## config.mk

```make
export PLATFORM = sky130hd
export DESIGN_NAME = button_hold_classifier_core
export DESIGN_NICKNAME = d
export VERILOG_FILES = /design/src/rtl/core/bhc_pkg.sv /design/src/rtl/core/button_hold_classifier_core.sv
export SDC_FILE = /design/constraint.sdc
export NUM_CORES = 1
export LEC_CHECK = 0
export BUFFER_PORTS_ARGS = -buffer_cell sky130_fd_sc_hd__buf_2
export CORE_ASPECT_RATIO = 1.25
export CORE_UTILIZATION = 65
export DETAILED_ROUTE_END_ITERATION = 8
export GPL_TIMING_DRIVEN = 0
export PLACE_DENSITY_LB_ADDON = 0.1
export SLEW_MARGIN = 30
export SYNTH_ARGS = -nofsm -noshare
export SYNTH_HDL_FRONTEND = slang
export SYNTH_SLANG_ARGS = --single-unit
export TNS_END_PERCENT = 30
```

## constraint.sdc

```tcl
create_clock -name clock -period 5.3 [get_ports clock]
set_input_delay 0.53 -clock clock [delete_from_list [all_inputs] [get_ports clock]]
set_output_delay 0.53 -clock clock [all_outputs]
set_load 0.01 [all_outputs]
```

## src/rtl/core/bhc_pkg.sv

```systemverilog
// Shared types and constants for the button hold classifier.
// No dependencies; imported by the core and its checker.
`timescale 1ns / 1ps

package bhc_pkg;

   localparam int HOLD_WIDTH_DEF = 16;
   localparam int LIMIT_W        = 16;
   localparam int COUNT_W        = 4;
   localparam int CSR_INDEX_W    = 3;

   localparam logic [LIMIT_W-1:0] SHORT_LIMIT_RST  = 16'd10;
   localparam logic [LIMIT_W-1:0] MEDIUM_LIMIT_RST = 16'd100;
   localparam logic [LIMIT_W-1:0] LONG_LIMIT_RST   = 16'd500;
   localparam logic [COUNT_W-1:0] MODE_COUNT_RST   = 4'd11;
   localparam logic [COUNT_W-1:0] SCHEME_COUNT_RST = 4'd13;
   localparam logic [COUNT_W-1:0] NUMBER_FIRST     = 4'd1;

   typedef enum logic [CSR_INDEX_W-1:0] {
      CSR_SHORT_LIMIT  = 3'd0,
      CSR_MEDIUM_LIMIT = 3'd1,
      CSR_LONG_LIMIT   = 3'd2,
      CSR_MODE_COUNT   = 3'd3,
      CSR_SCHEME_COUNT = 3'd4
   } csr_index_type;

   typedef enum logic [1:0] {
      ACT_NONE   = 2'd0,
      ACT_SCHEME = 2'd1,
      ACT_MODE   = 2'd2,
      ACT_POWER  = 2'd3
   } action_type;

endpackage

```

## src/rtl/core/button_hold_classifier_core.sv

```systemverilog
// Button hold classifier core: hold counting, release classification, state.
// Depends on bhc_pkg.
`timescale 1ns / 1ps

// One button sample is taken per clock and the block sustains one item per cycle
// while neither side is stalled. A sample lands in the input register; once the
// output side is free, the state update and the result are computed in one pass
// and loaded into the result register. A stalled result holds the input
// register, which then stalls the input side. Each result reports the action
// taken and the power, mode, scheme and auto-cycle state after that sample. The
// hold counter saturates at its all-ones value. Limits and counts are written
// through the csr port, which is always ready; write it only while the block is
// idle.
module button_hold_classifier_core
   import bhc_pkg::*;
#(
   parameter int HOLD_WIDTH = HOLD_WIDTH_DEF
) (
   input  logic                   clock,
   input  logic                   reset,
   input  logic                   req_valid,
   output logic                   req_stall,
   input  logic                   req_button_level,
   output logic                   rsp_valid,
   input  logic                   rsp_stall,
   output logic [1:0]             rsp_action,
   output logic                   rsp_power_on,
   output logic [COUNT_W-1:0]     rsp_mode_number,
   output logic [COUNT_W-1:0]     rsp_scheme_number,
   output logic                   rsp_auto_cycle,
   input  logic                   csr_valid,
   output logic                   csr_ready,
   input  logic [CSR_INDEX_W-1:0] csr_index,
   input  logic [LIMIT_W-1:0]     csr_wdata
);

   localparam int CMP_W = (HOLD_WIDTH > LIMIT_W) ? HOLD_WIDTH : LIMIT_W;

   logic [LIMIT_W-1:0]    short_limit_ff, medium_limit_ff, long_limit_ff;
   logic [COUNT_W-1:0]    mode_count_ff, scheme_count_ff;

   logic                  s1_valid_ff, s1_valid_in;
   logic                  s1_level_ff;

   logic [HOLD_WIDTH-1:0] hold_count_ff, hold_count_in;
   logic                  last_pressed_ff, last_pressed_in;
   logic                  power_ff, power_in;
   logic [COUNT_W-1:0]    mode_ff, mode_in;
   logic [COUNT_W-1:0]    scheme_ff, scheme_in;
   logic                  cycle_ff, cycle_in;

   logic                  rsp_valid_ff, rsp_valid_in;
   action_type            action_ff, action_in;
   logic                  out_power_ff;
   logic [COUNT_W-1:0]    out_mode_ff, out_scheme_ff;
   logic                  out_cycle_ff;

   logic                  out_free, advance, req_take, pressed;
   logic [CMP_W-1:0]      hold_ext;
   logic [COUNT_W:0]      mode_sum, scheme_sum;

   assign out_free  = !rsp_valid_ff || !rsp_stall;
   assign advance   = s1_valid_ff && out_free;
   assign req_stall = s1_valid_ff && !out_free;
   assign req_take  = req_valid && !req_stall;
   assign csr_ready = 1'b1;

   assign pressed    = !s1_level_ff;
   assign hold_ext   = CMP_W'(hold_count_ff);
   assign mode_sum   = {1'b0, mode_ff} + (COUNT_W+1)'(1);
   assign scheme_sum = {1'b0, scheme_ff} + (COUNT_W+1)'(1);

   always_comb begin
      s1_valid_in     = req_take ? 1'b1 : (advance ? 1'b0 : s1_valid_ff);
      rsp_valid_in    = advance ? 1'b1 : (rsp_stall ? rsp_valid_ff : 1'b0);
      hold_count_in   = hold_count_ff;
      last_pressed_in = last_pressed_ff;
      power_in        = power_ff;
      mode_in         = mode_ff;
      scheme_in       = scheme_ff;
      cycle_in        = cycle_ff;
      action_in       = ACT_NONE;
      if (advance) begin
         last_pressed_in = pressed;
         if (pressed && (hold_count_ff != '1)) begin
            hold_count_in = hold_count_ff + HOLD_WIDTH'(1);
         end
         if (!pressed && !last_pressed_ff) begin
            hold_count_in = '0;
            if (hold_ext > CMP_W'(long_limit_ff)) begin
               action_in = ACT_POWER;
               power_in  = !power_ff;
            end else if (hold_ext > CMP_W'(medium_limit_ff)) begin
               action_in = ACT_MODE;
               mode_in   = (mode_sum > {1'b0, mode_count_ff}) ? NUMBER_FIRST
                                                               : mode_sum[COUNT_W-1:0];
            end else if (hold_ext > CMP_W'(short_limit_ff)) begin
               action_in = ACT_SCHEME;
               if (cycle_ff) begin
                  cycle_in  = 1'b0;
                  scheme_in = NUMBER_FIRST;
               end else if (scheme_sum > {1'b0, scheme_count_ff}) begin
                  cycle_in  = 1'b1;
                  scheme_in = NUMBER_FIRST;
               end else begin
                  scheme_in = scheme_sum[COUNT_W-1:0];
               end
            end
         end
      end
   end

   always_ff @(posedge clock) begin
      if (reset) begin
         short_limit_ff  <= SHORT_LIMIT_RST;
         medium_limit_ff <= MEDIUM_LIMIT_RST;
         long_limit_ff   <= LONG_LIMIT_RST;
         mode_count_ff   <= MODE_COUNT_RST;
         scheme_count_ff <= SCHEME_COUNT_RST;
      end else if (csr_valid && csr_ready) begin
         case (csr_index)
            CSR_SHORT_LIMIT:  short_limit_ff  <= csr_wdata;
            CSR_MEDIUM_LIMIT: medium_limit_ff <= csr_wdata;
            CSR_LONG_LIMIT:   long_limit_ff   <= csr_wdata;
            CSR_MODE_COUNT:   mode_count_ff   <= csr_wdata[COUNT_W-1:0];
            CSR_SCHEME_COUNT: scheme_count_ff <= csr_wdata[COUNT_W-1:0];
            default: ;
         endcase
      end
   end

   always_ff @(posedge clock) begin
      if (reset) begin
         s1_valid_ff     <= 1'b0;
         rsp_valid_ff    <= 1'b0;
         hold_count_ff   <= '0;
         last_pressed_ff <= 1'b0;
         power_ff        <= 1'b1;
         mode_ff         <= NUMBER_FIRST;
         scheme_ff       <= NUMBER_FIRST;
         cycle_ff        <= 1'b0;
      end else begin
         s1_valid_ff     <= s1_valid_in;
         rsp_valid_ff    <= rsp_valid_in;
         hold_count_ff   <= hold_count_in;
         last_pressed_ff <= last_pressed_in;
         power_ff        <= power_in;
         mode_ff         <= mode_in;
         scheme_ff       <= scheme_in;
         cycle_ff        <= cycle_in;
      end
   end

   always_ff @(posedge clock) begin
      if (req_take) begin
         s1_level_ff <= req_button_level;
      end
      if (advance) begin
         action_ff     <= action_in;
         out_power_ff  <= power_in;
         out_mode_ff   <= mode_in;
         out_scheme_ff <= scheme_in;
         out_cycle_ff  <= cycle_in;
      end
   end

   assign rsp_valid         = rsp_valid_ff;
   assign rsp_action        = action_ff;
   assign rsp_power_on      = out_power_ff;
   assign rsp_mode_number   = out_mode_ff;
   assign rsp_scheme_number = out_scheme_ff;
   assign rsp_auto_cycle    = out_cycle_ff;

endmodule

```

==> results of run 1 <==
==> cells by family after synthesis <==
family          count (synthesis)
mux                            24
xor+xnor                       17
fa+ha+maj                      59
other cells                     1
flops                          98
buf+inv                        86
simple gates                  232
compound gates                117
==> metrics by stage <==
| stage | util [%] | cell area [um^2] |
|---|---|---|
| after CTS | 74.79 | 5929 |
| after detailed placement | 72.17 | 5722 |
| after floorplan | - | 5413 |
| after global routing | 74.79 | 5929 |
| final | 74.79 | 5929 |
| after global placement | 72.17 | 5722 |
==> final cells by class <==
cell class	instances	area share, %
flip-flops and latches	98	35.28
multi-input cells	450	50.28
plain buffers	23	1.730
inverters	63	3.988
clock inverters	4	0.8652
repair buffers	38	3.207
clock buffers	12	2.638
well taps	95	2.005
==> worst paths after layout <==
path / startpoint / end / slack [ns] / cells after the start
hold / removal: req_button_level / s1_level_ff$_DFFE_PP_ / 0.32 / 1
setup reg to reg: hold_count_ff[15]$_SDFFE_PP0P_ / rsp_mode_number[1]$_DFFE_PP_ / 2.29 / 8
setup / recovery: hold_count_ff[15]$_SDFFE_PP0P_ / rsp_mode_number[1]$_DFFE_PP_ / 2.29 / 8
hold reg to reg: medium_limit_ff[10]$_SDFFE_PP0P_ / medium_limit_ff[10]$_SDFFE_PP0P_ / 0.46 / 2
==> layer usage <==
layer	global-route usage, %	wire [um]
met5	0	0
met4	19.85	598
met2	54.70	6498
met3	3.810	516
met1	33.05	5337
==> registers in the layout, indices dropped and copies added, names as in the netlist, 2 cells and up <==
name	cells
mode_ff	4
mode_count_ff	4
scheme_count_ff	4
short_limit_ff	16
long_limit_ff	16
rsp_mode_number	4
medium_limit_ff	16
hold_count_ff	16
rsp_action	2
rsp_scheme_number	4
scheme_ff	4
==> report_power, final <==
part           switching (mW)  internal [mW]
Clock                   0.264          0.247
Combinational          0.0685         0.0352
Sequential            0.00716          0.766
Total                   0.340           1.05
==> cells in the final DEF (no fill, tap or decap), drive strengths merged, types with 17 or more instances in the layout <==
master	synthesis	routed
buf	3	41
a21oi	60	60
clkbuf	20	32
dfxtp	85	85
ha	59	59
nand2	112	112
nor2	39	39
mux2i	17	17
nand3	18	18
inv	63	63
==> results.sh, run 1 <==
export IMPL_status="completed"
export IMPL_period_needed_ns=3.014
export IMPL_fillCellCount=613
export IMPL_cp_top_family="simple AND/OR/NAND/NOR gates"
export IMPL_syn_inst=634
export IMPL_power_leakage_nw=2.540
export IMPL_drive_above_1_share_pct=10.32
export IMPL_drt_pass1_iterations=5
export IMPL_synthTopCellsByCount="nand2_1, dfxtp_1, inv_1"
export IMPL_clockBufferDepth=2
export IMPL_cts_hold_buf=0
export IMPL_cpMaxStageDelayCell="nor4_1"
export IMPL_synth_top_area_share_pct=31.44
export IMPL_synthMuxAreaShare_pct=4.739
export IMPL_syn_area_um2=5413
export IMPL_grt_ovfl_total=0
export IMPL_path_clk_slew_ns=0.10
export IMPL_synth_top_cell_by_area="dfxtp_1"
export IMPL_timing_hold_ws_ns=0.3240
export IMPL_synth_cell_types=53
export IMPL_cap_violations=0
export IMPL_async_reset_ff_share_pct=0
export IMPL_synthTopCellsByArea="dfxtp_1, ha_1, nand2_1"
export IMPL_yosys_warnings=0
export IMPL_cts_tree="done"
export IMPL_drtAntennaViolNets=0
export IMPL_vias=4660
export IMPL_post_cts_buffers=0
export IMPL_synth_most_common_cell="nand2_1"
export IMPL_crit_required_ns=5.45
export IMPL_fmax_mhz=331.8
export IMPL_tightest_slew_ns=0.7349
export IMPL_synth_xor_area_share_pct=2.751
export IMPL_clock_latency_ns=0.38
export IMPL_cp_end_kind="register"
export IMPL_yosys_area_share_simple_pct=20.00
export IMPL_wl_per_cell_um=16.54
export IMPL_synth_compound_area_share_pct=13.89
export IMPL_arrival_ns=3.16
export IMPL_path_cells="ha_1 -> nand4_1 -> nor4_1 -> o21ai_0 -> a31oi_1 -> or3_1 -> buf_6 -> mux2_4"
export IMPL_setup_worst_path_start_class="register"
export IMPL_maxSlewHeadroom_pct=50.83
export IMPL_rows=36
export IMPL_finalPower_mw=1.388
export IMPL_ioPinCount=40
export IMPL_multiInputGateArea_um2=2982
export IMPL_worst_setup_path_type="reg2reg"
export IMPL_initial_utilization_pct=68.28
export IMPL_ir_drop_mv=0.1793
export IMPL_fp_dieH_um=104.0
export IMPL_synth_seq_cells=98
export IMPL_avgViaCountPerCell=5.951
export IMPL_grt_pass1_wl_mm=20.73
export IMPL_areaGrowthSynthToFinish_pct=9.547
export IMPL_htree_levels=3
export IMPL_synth_flop_cell="dfxtp_1"
export IMPL_placed_cells=767
export IMPL_synth_edf_count=13
export IMPL_regArea_um2=2092
export IMPL_grt_max_degree=17
export IMPL_root_buffer="clkbuf_8"
export IMPL_portBuffers=38
export IMPL_fin_ws_ns=2.286
export IMPL_num_nets_final=767
export IMPL_finalHoldViolations=0
export IMPL_n_antenna_cell=0
export IMPL_core_area_um2=7928
export IMPL_final_max_slew_viol_count=0
export IMPL_path_buf_inv=1
export IMPL_post_cts_resized=0
export IMPL_tns_ns=0
export IMPL_stdcell_count=783
export IMPL_grt_pass1_vias=4545
export IMPL_dp_final_hpwl_mm=9.755
export IMPL_fp_dieW_um=83.62
export IMPL_fin_crit_sh_pct=56.87
export IMPL_rsz0062_at_grt="false"
export IMPL_syn_avg_cell_area_um2=8.537
export IMPL_wirelength_mm=12.95
export IMPL_gp_congestion=0.9853
export IMPL_cts_num_sinks=98
export IMPL_critPathMaxStageDelay_ns=0.54
export IMPL_yosysSeqAreaShare_pct=38.65
export IMPL_p_per_area_nw_per_um2=234.1
export IMPL_drt_iter0_drc=262
export IMPL_grt_use_total_pct=30.37
export IMPL_drc_errors=0
export IMPL_worstPathMaxFanout=8
export IMPL_fp_dieArea_um2=8699
export IMPL_antenna_found_initial=0
export IMPL_synthAdderAreaFrac_pct=13.64
export IMPL_synth_fp_nets=718
export IMPL_synth_top_family_by_area="simple AND/OR/NAND/NOR gates"
export IMPL_cts_inserted_buffers=9
export IMPL_hold_path_class="in2reg"
export IMPL_setup_viol=0
export IMPL_place_ws_ns=2.334
export IMPL_finClkSkew_ns=0.01399
Power figures use the tool's default switching activity.
==> run 2: changes to the inputs <==
--- a/config.mk
+++ b/config.mk
@@ -5,9 +5,10 @@
 export SDC_FILE = /design/constraint.sdc
 export NUM_CORES = 1
 export LEC_CHECK = 0
+export ABC_AREA = 1
 export BUFFER_PORTS_ARGS = -buffer_cell sky130_fd_sc_hd__buf_2
 export CORE_ASPECT_RATIO = 1.25
-export CORE_UTILIZATION = 65
+export CORE_UTILIZATION = 60
 export DETAILED_ROUTE_END_ITERATION = 8
 export GPL_TIMING_DRIVEN = 0
 export PLACE_DENSITY_LB_ADDON = 0.1
==> constraint.sdc (replaced) <==
create_clock -name clock -period 2.9 [get_ports clock]
set_input_delay 0.29 -clock clock [delete_from_list [all_inputs] [get_ports clock]]
set_output_delay 0.29 -clock clock [all_outputs]
set_load 0.01 [all_outputs]
==> results.sh, run 2 <==
export IMPL_status="completed"
export IMPL_rsz0062_at_grt="false"
export IMPL_fp_dieW_um=85.38
export IMPL_reg2regPathDepth=10
export IMPL_post_cts_buffers=0
export IMPL_hold_path_class="in2reg"
export IMPL_clockPowerShare_pct=41.6
export IMPL_root_buffer="clkbuf_8"
export IMPL_path_buf_inv=0
export IMPL_cap_violations=0
export IMPL_regArea_um2=2092
export IMPL_drc_errors=0
export IMPL_fin_ws_ns=0.3938
export IMPL_avgViaCountPerCell=5.557
export IMPL_syn_inst=668
export IMPL_syn_area_um2=5214
export IMPL_synth_top_area_share_pct=32.64
export IMPL_finalHoldViolations=0
export IMPL_synthAdderAreaFrac_pct=14.16
export IMPL_worst_setup_path_type="reg2reg"
export IMPL_fmax_mhz=399.0
export IMPL_place_ws_ns=0.4644
export IMPL_synth_edf_count=13
export IMPL_yosys_area_share_simple_pct=18.29
export IMPL_period_needed_ns=2.506
export IMPL_synth_fp_nets=752
export IMPL_worstPathMaxFanout=8
export IMPL_path_common_cell="nand2_1"
export IMPL_vias=4546
export IMPL_crit_required_ns=3.02
export IMPL_synth_seq_cells=98
export IMPL_synth_top_cell_by_area="dfxtp_1"
export IMPL_path_clk_slew_ns=0.10
export IMPL_hold_start="req_button_level"
export IMPL_rows=37
export IMPL_cts_hold_buf=0
export IMPL_whs_path_depth=1
export IMPL_layout_commonest_cell="nand2_1"
export IMPL_cp_end_kind="register"
export IMPL_cpMaxStageDelayCell="dfxtp_1"
export IMPL_synth_flop_cell="dfxtp_1"
export IMPL_gp_congestion=0.8817
export IMPL_drive_above_1_share_pct=10.68
export IMPL_syn_avg_cell_area_um2=7.805
export IMPL_cts_tree="done"
export IMPL_cts_num_sinks=98
export IMPL_p_per_area_nw_per_um2=484.4
export IMPL_wirelength_mm=12.10
export IMPL_synth_most_common_cell="nand2_1"
export IMPL_grt_pass1_wl_mm=20.36
export IMPL_fin_crit_sh_pct=86.42
export IMPL_synth_cell_types=36
export IMPL_fillCellCount=683
export IMPL_tns_ns=0
export IMPL_tightest_slew_ns=0.6777
export IMPL_internal_power_mw=2.145
export IMPL_final_cell_mix="nand2_1, inv_1, a21oi_1, dfxtp_1, ha_1"
export IMPL_path_cells="ha_1 -> a21o_1 -> nor2_1 -> nand2_1 -> nand2_1 -> nand2_1 -> a21oi_2 -> nand2_1 -> nand2_1 -> o21ai_0"
export IMPL_switchingPower_mw=0.6580
export IMPL_wl_per_cell_um=14.79
export IMPL_switching_share_pct=23.48
export IMPL_synthTopCellsByCount="nand2_1, inv_1, a21oi_1, dfxtp_1, ha_1"
export IMPL_grt_pass1_vias=4465
export IMPL_grt_ovfl_total=0
export IMPL_final_max_slew_viol_count=0
export IMPL_setup_worst_path_start_class="register"
export IMPL_initial_utilization_pct=62.57
export IMPL_synthTopCellsByArea="dfxtp_1, ha_1, nand2_1"
export IMPL_drt_iter0_drc=237
export IMPL_clock_latency_ns=0.37
export IMPL_cts_inserted_buffers=9
export IMPL_htree_levels=3
export IMPL_fp_dieH_um=106.2
export IMPL_arrival_ns=2.63
export IMPL_areaGrowthSynthToFinish_pct=10.97
export IMPL_r2r_start="hold_count_ff[7]$_SDFFE_PP0P_"
export IMPL_critPathMaxStageDelay_ns=0.59
export IMPL_post_cts_resized=0
export IMPL_startpoint="hold_count_ff[7]$_SDFFE_PP0P_"
export IMPL_dp_final_hpwl_mm=9.176
export IMPL_ioPinCount=40
export IMPL_maxSlewHeadroom_pct=54.77
export IMPL_power_frac_seq_pct=50.7
export IMPL_finClkSkew_ns=0.01064
export IMPL_portBuffers=37
export IMPL_grt_max_degree=17
export IMPL_power_frac_comb_pct=7.7
export IMPL_fp_dieArea_um2=9069
export IMPL_setup_viol=0
export IMPL_synth_top_family_by_area="simple AND/OR/NAND/NOR gates"
export IMPL_yosys_warnings=0
export IMPL_synthMuxAreaShare_pct=0
export IMPL_antenna_found_initial=0
export IMPL_n_antenna_cell=0
export IMPL_core_area_um2=8333
export IMPL_synth_compound_area_share_pct=17.18
export IMPL_synth_xor_area_share_pct=1.008
export IMPL_crit_cells=10
export IMPL_cp_top_family="simple AND/OR/NAND/NOR gates"
export IMPL_async_reset_ff_share_pct=0
export IMPL_ir_drop_mv=0.2944
export IMPL_grt_use_total_pct=28.80
export IMPL_num_nets_final=800
export IMPL_yosysSeqAreaShare_pct=40.12
export IMPL_drtAntennaViolNets=0
export IMPL_power_leakage_nw=2.728
export IMPL_drt_pass1_iterations=5
export IMPL_multiInputGateArea_um2=2644
export IMPL_clockBufferDepth=2
[run 2: changes by cell type after synthesis, sizes merged, moves of 6 or more]
| cell | change |
|---|---|
| xnor2 | -15 |
| nand2b | -9 |
| inv | +44 |
| o21ai | +50 |
| clkbuf | -7 |
| and3 | -6 |
| nor2b | -6 |
| a21oi | +27 |
| a211oi | -6 |
| mux2 | -7 |
| mux2i | -17 |
| nor2 | +10 |
| nand2 | +6 |
[run 2: final cells by class]
type | instances | share of cell area, %
multi-input combinational | 446 | 45.70
clock inverter | 6 | 2.379
sequential | 98 | 36.16
buffer | 16 | 1.233
timing repair buffer | 37 | 3.201
inverter | 108 | 7.029
clock buffer | 10 | 2.206
tap | 97 | 2.098
[run 2: kinds of logic (layout without fill, tap and decap cells)]
logic type | after synthesis | count (layout)
simple gates | 214 | 214
compound gates | 166 | 166
buf+inv | 124 | 177
flops | 98 | 98
fa+ha+maj | 59 | 59
xor+xnor | 6 | 6
other cells | 1 | 1
[run 2: metrics by stage]
step | hold slack [ns] | power, mW | instance area, um^2 | instances | util, %
2_1_floorplan | 0.3889 | 1.588 | 5214 | 668 | -
3_3_place_gp | 0.4464 | 1.656 | 5520 | 802 | 66.25
3_5_place_dp | 0.4549 | 1.666 | 5520 | 802 | 66.25
4_1_cts | 0.09484 | 2.799 | 5786 | 818 | 69.43
5_1_grt | 0.08574 | 2.895 | 5786 | 818 | 69.43
6_report | 0.09856 | 2.803 | 5786 | 818 | 69.43
[run 2: worst paths after layout]
kind                            slack (ns)                              to
worst max-delay path                  0.39  rsp_scheme_number[0]$_DFFE_PP_
worst min-delay path                   0.1           s1_level_ff$_DFFE_PP_
worst max register to register        0.39  rsp_scheme_number[0]$_DFFE_PP_
worst min register to register        0.47   long_limit_ff[9]$_SDFFE_PP0P_
[run 2: power by group through the flow]
stage / Sequential (mW) / Combinational, mW / Clock (mW)
finish: 1.42 / 0.217 / 1.17
global route: 1.42 / 0.248 / 1.22
CTS: 1.42 / 0.217 / 1.16
detailed placement: 1.45 / 0.215 / 0
global placement: 1.45 / 0.206 / 0
floorplan: 1.45 / 0.136 / 0
[run 2: per-layer routing]
metal	vias up	track usage, %	routed length (um)
li1	2314	-	-
met2	108	51.15	5998
met5	-	0	0
met3	34	3.183	346
met1	2090	33.43	5209
met4	0	16.43	548
[run 2: worst register-to-register path, stage by stage, from the launching register on]
cell,delay (ns)
dfxtp_1,0.59
ha_1,0.34
a21o_1,0.20
nor2_1,0.19
nand2_1,0.08
nand2_1,0.06
nand2_1,0.11
a21oi_2,0.28
nand2_1,0.21
nand2_1,0.13
o21ai_0,0.08
==> run 3: changes to the inputs <==
--- a/config.mk
+++ b/config.mk
@@ -7,8 +7,10 @@
 export LEC_CHECK = 0
 export ABC_AREA = 1
 export BUFFER_PORTS_ARGS = -buffer_cell sky130_fd_sc_hd__buf_2
+export CELL_PAD_IN_SITES_DETAIL_PLACEMENT = 1
+export CELL_PAD_IN_SITES_GLOBAL_PLACEMENT = 1
 export CORE_ASPECT_RATIO = 1.25
-export CORE_UTILIZATION = 60
+export CORE_UTILIZATION = 45
 export DETAILED_ROUTE_END_ITERATION = 8
 export GPL_TIMING_DRIVEN = 0
 export PLACE_DENSITY_LB_ADDON = 0.1
==> results.sh, run 3 (synthesized netlist as in run 2, its figures left out) <==
export IMPL_switchingPower_mw=0.6893
export IMPL_drtAntennaViolNets=0
export IMPL_switching_share_pct=23.85
export IMPL_rows=43
export IMPL_fin_crit_sh_pct=89.55
export IMPL_vias=4606
export IMPL_drt_iter0_drc=168
export IMPL_grt_max_degree=17
export IMPL_drt_pass1_iterations=4
export IMPL_fp_dieArea_um2=12020
export IMPL_antenna_found_initial=0
export IMPL_fp_dieH_um=122.3
export IMPL_status="completed"
export IMPL_layout_commonest_cell="nand2_1"
export IMPL_grt_pass1_wl_mm=23.42
export IMPL_worstPathMaxFanout=8
export IMPL_final_cell_mix="nand2_1, inv_1, a21oi_1, dfxtp_1, ha_1"
export IMPL_post_cts_resized=0
export IMPL_clock_latency_ns=0.35
export IMPL_drc_errors=0
export IMPL_cts_tree="done"
export IMPL_min_to="s1_level_ff$_DFFE_PP_"
export IMPL_tns_ns=0
export IMPL_clockBufferDepth=2
export IMPL_fp_dieW_um=98.28
export IMPL_multiInputGateArea_um2=2644
export IMPL_cp_end_kind="register"
export IMPL_ir_drop_mv=0.2913
export IMPL_initial_utilization_pct=46.59
export IMPL_wirelength_mm=14.46
export IMPL_dp_final_hpwl_mm=11.31
export IMPL_core_area_um2=11190
export IMPL_r2r_end="rsp_scheme_number[0]$_DFFE_PP_"
export IMPL_setup_viol=0
export IMPL_num_nets_final=800
export IMPL_arrival_ns=2.69
export IMPL_power_leakage_nw=2.741
export IMPL_gp_congestion=0.7888
export IMPL_regArea_um2=2092
export IMPL_grt_pass1_vias=4875
export IMPL_internal_power_mw=2.201
export IMPL_r2r_start="hold_count_ff[7]$_SDFFE_PP0P_"
export IMPL_cap_violations=0
export IMPL_setup_worst_path_start_class="register"
export IMPL_hold_path_class="in2reg"
export IMPL_post_cts_buffers=0
export IMPL_rsz0062_at_grt="false"
export IMPL_timing_hold_ws_ns=0.1197
export IMPL_worst_setup_path_type="reg2reg"
export IMPL_htree_levels=3
export IMPL_portBuffers=37
export IMPL_ioPinCount=40
export IMPL_grt_ovfl_total=0
export IMPL_root_buffer="clkbuf_16"
export IMPL_cts_hold_buf=0
export IMPL_grt_use_total_pct=25.48
export IMPL_wl_per_cell_um=16.89
export IMPL_whs_path_depth=1
export IMPL_p_per_area_nw_per_um2=491.9
export IMPL_areaGrowthSynthToFinish_pct=12.70
export IMPL_path_clk_slew_ns=0.06
export IMPL_cts_inserted_buffers=9
export IMPL_reg2regPathDepth=10
export IMPL_tightest_slew_ns=0.7608
export IMPL_clockPowerShare_pct=43.1
export IMPL_fmax_mhz=385.0
export IMPL_avgViaCountPerCell=5.381
export IMPL_reg2reg_slack_ns=0.30
export IMPL_power_frac_seq_pct=49.2
export IMPL_final_max_slew_viol_count=0
export IMPL_finalHoldViolations=0
export IMPL_crit_required_ns=2.99
export IMPL_cts_num_sinks=98
export IMPL_finalPower_mw=2.890
export IMPL_drive_above_1_share_pct=10.54
export IMPL_finClkSkew_ns=0.005772
export IMPL_n_antenna_cell=0
export IMPL_maxSlewHeadroom_pct=49.23
export IMPL_period_needed_ns=2.597
export IMPL_hold_start="req_button_level"
export IMPL_fillCellCount=1425
export IMPL_power_frac_comb_pct=7.8
run 3: changes by cell type in the layout (fill, tap and decap cells not counted):
cell,before,now
inv_6,1,0
clkbuf_1,14,15
clkinvlp_4,0,2
clkbuf_8,9,0
bufinv_16,4,1
clkinv_2,1,2
clkbuf_16,0,10
clkinv_4,1,0
run 3: critical path: stages (launching register included):
cell and delay (ns):
dfxtp_1 0.53, ha_1 0.32, a21o_1 0.19, nor2_1 0.23
nand2_1 0.09, nand2_1 0.07, nand2_1 0.10, a21oi_2 0.33
nand2_1 0.25, nand2_1 0.13, o21ai_0 0.09
run 3: worst max-delay path by stage:
stage / startpoint / end / slack [ns] / cells past startpoint
3_5_place_dp: hold_count_ff[7]$_SDFFE_PP0P_ / rsp_scheme_number[0]$_DFFE_PP_ / 0.29 / 10
6_report: hold_count_ff[7]$_SDFFE_PP0P_ / rsp_scheme_number[0]$_DFFE_PP_ / 0.30 / 10
4_1_cts: hold_count_ff[7]$_SDFFE_PP0P_ / rsp_scheme_number[0]$_DFFE_PP_ / 0.27 / 10
5_1_grt: hold_count_ff[14]$_SDFFE_PP0P_ / rsp_scheme_number[0]$_DFFE_PP_ / 0.15 / 10
2_1_floorplan: scheme_ff[0]$_SDFF_PP1_ / rsp_scheme_number[0]$_DFFE_PP_ / 0.98 / 12
3_3_place_gp: hold_count_ff[7]$_SDFFE_PP0P_ / rsp_scheme_number[0]$_DFFE_PP_ / 0.32 / 10
run 3: cell type report:
cell class | count | area share, %
buffer | 16 | 1.214
clock buffer | 12 | 4.387
clock inverter | 4 | 0.8518
inverter | 108 | 6.921
multi-input combinational | 446 | 45.00
sequential | 98 | 35.60
tap | 135 | 2.875
timing repair buffer | 37 | 3.152
run 3: metal layers:
metal	global-route usage (%)	routed length, um	vias up
li1	-	-	2316
met1	27.60	5789	2206
met2	49.43	7923	61
met3	3.531	383	23
met4	10.73	365	0
met5	0	0	-
run 3: stage by stage:
| stage | cell area, um^2 | setup WS [ns] | util, % | cells |
|---|---|---|---|---|
| 5_1_grt | 5876 | 0.1541 | 52.50 | 856 |
| 2_1_floorplan | 5214 | 0.9823 | - | 668 |
| 3_3_place_gp | 5568 | 0.3196 | 49.75 | 840 |
| 3_5_place_dp | 5568 | 0.2911 | 49.75 | 840 |
| 4_1_cts | 5876 | 0.2723 | 52.50 | 856 |
| 6_report | 5876 | 0.3029 | 52.50 | 856 |
run 3: power by group through the flow:
stage / combinational [mW] / clock, mW / sequential (mW)
detailed placement: 0.223 / 0 / 1.45
CTS: 0.226 / 1.27 / 1.42
finish: 0.224 / 1.24 / 1.42
global route: 0.255 / 1.32 / 1.42
floorplan: 0.136 / 0 / 1.45
global placement: 0.212 / 0 / 1.45
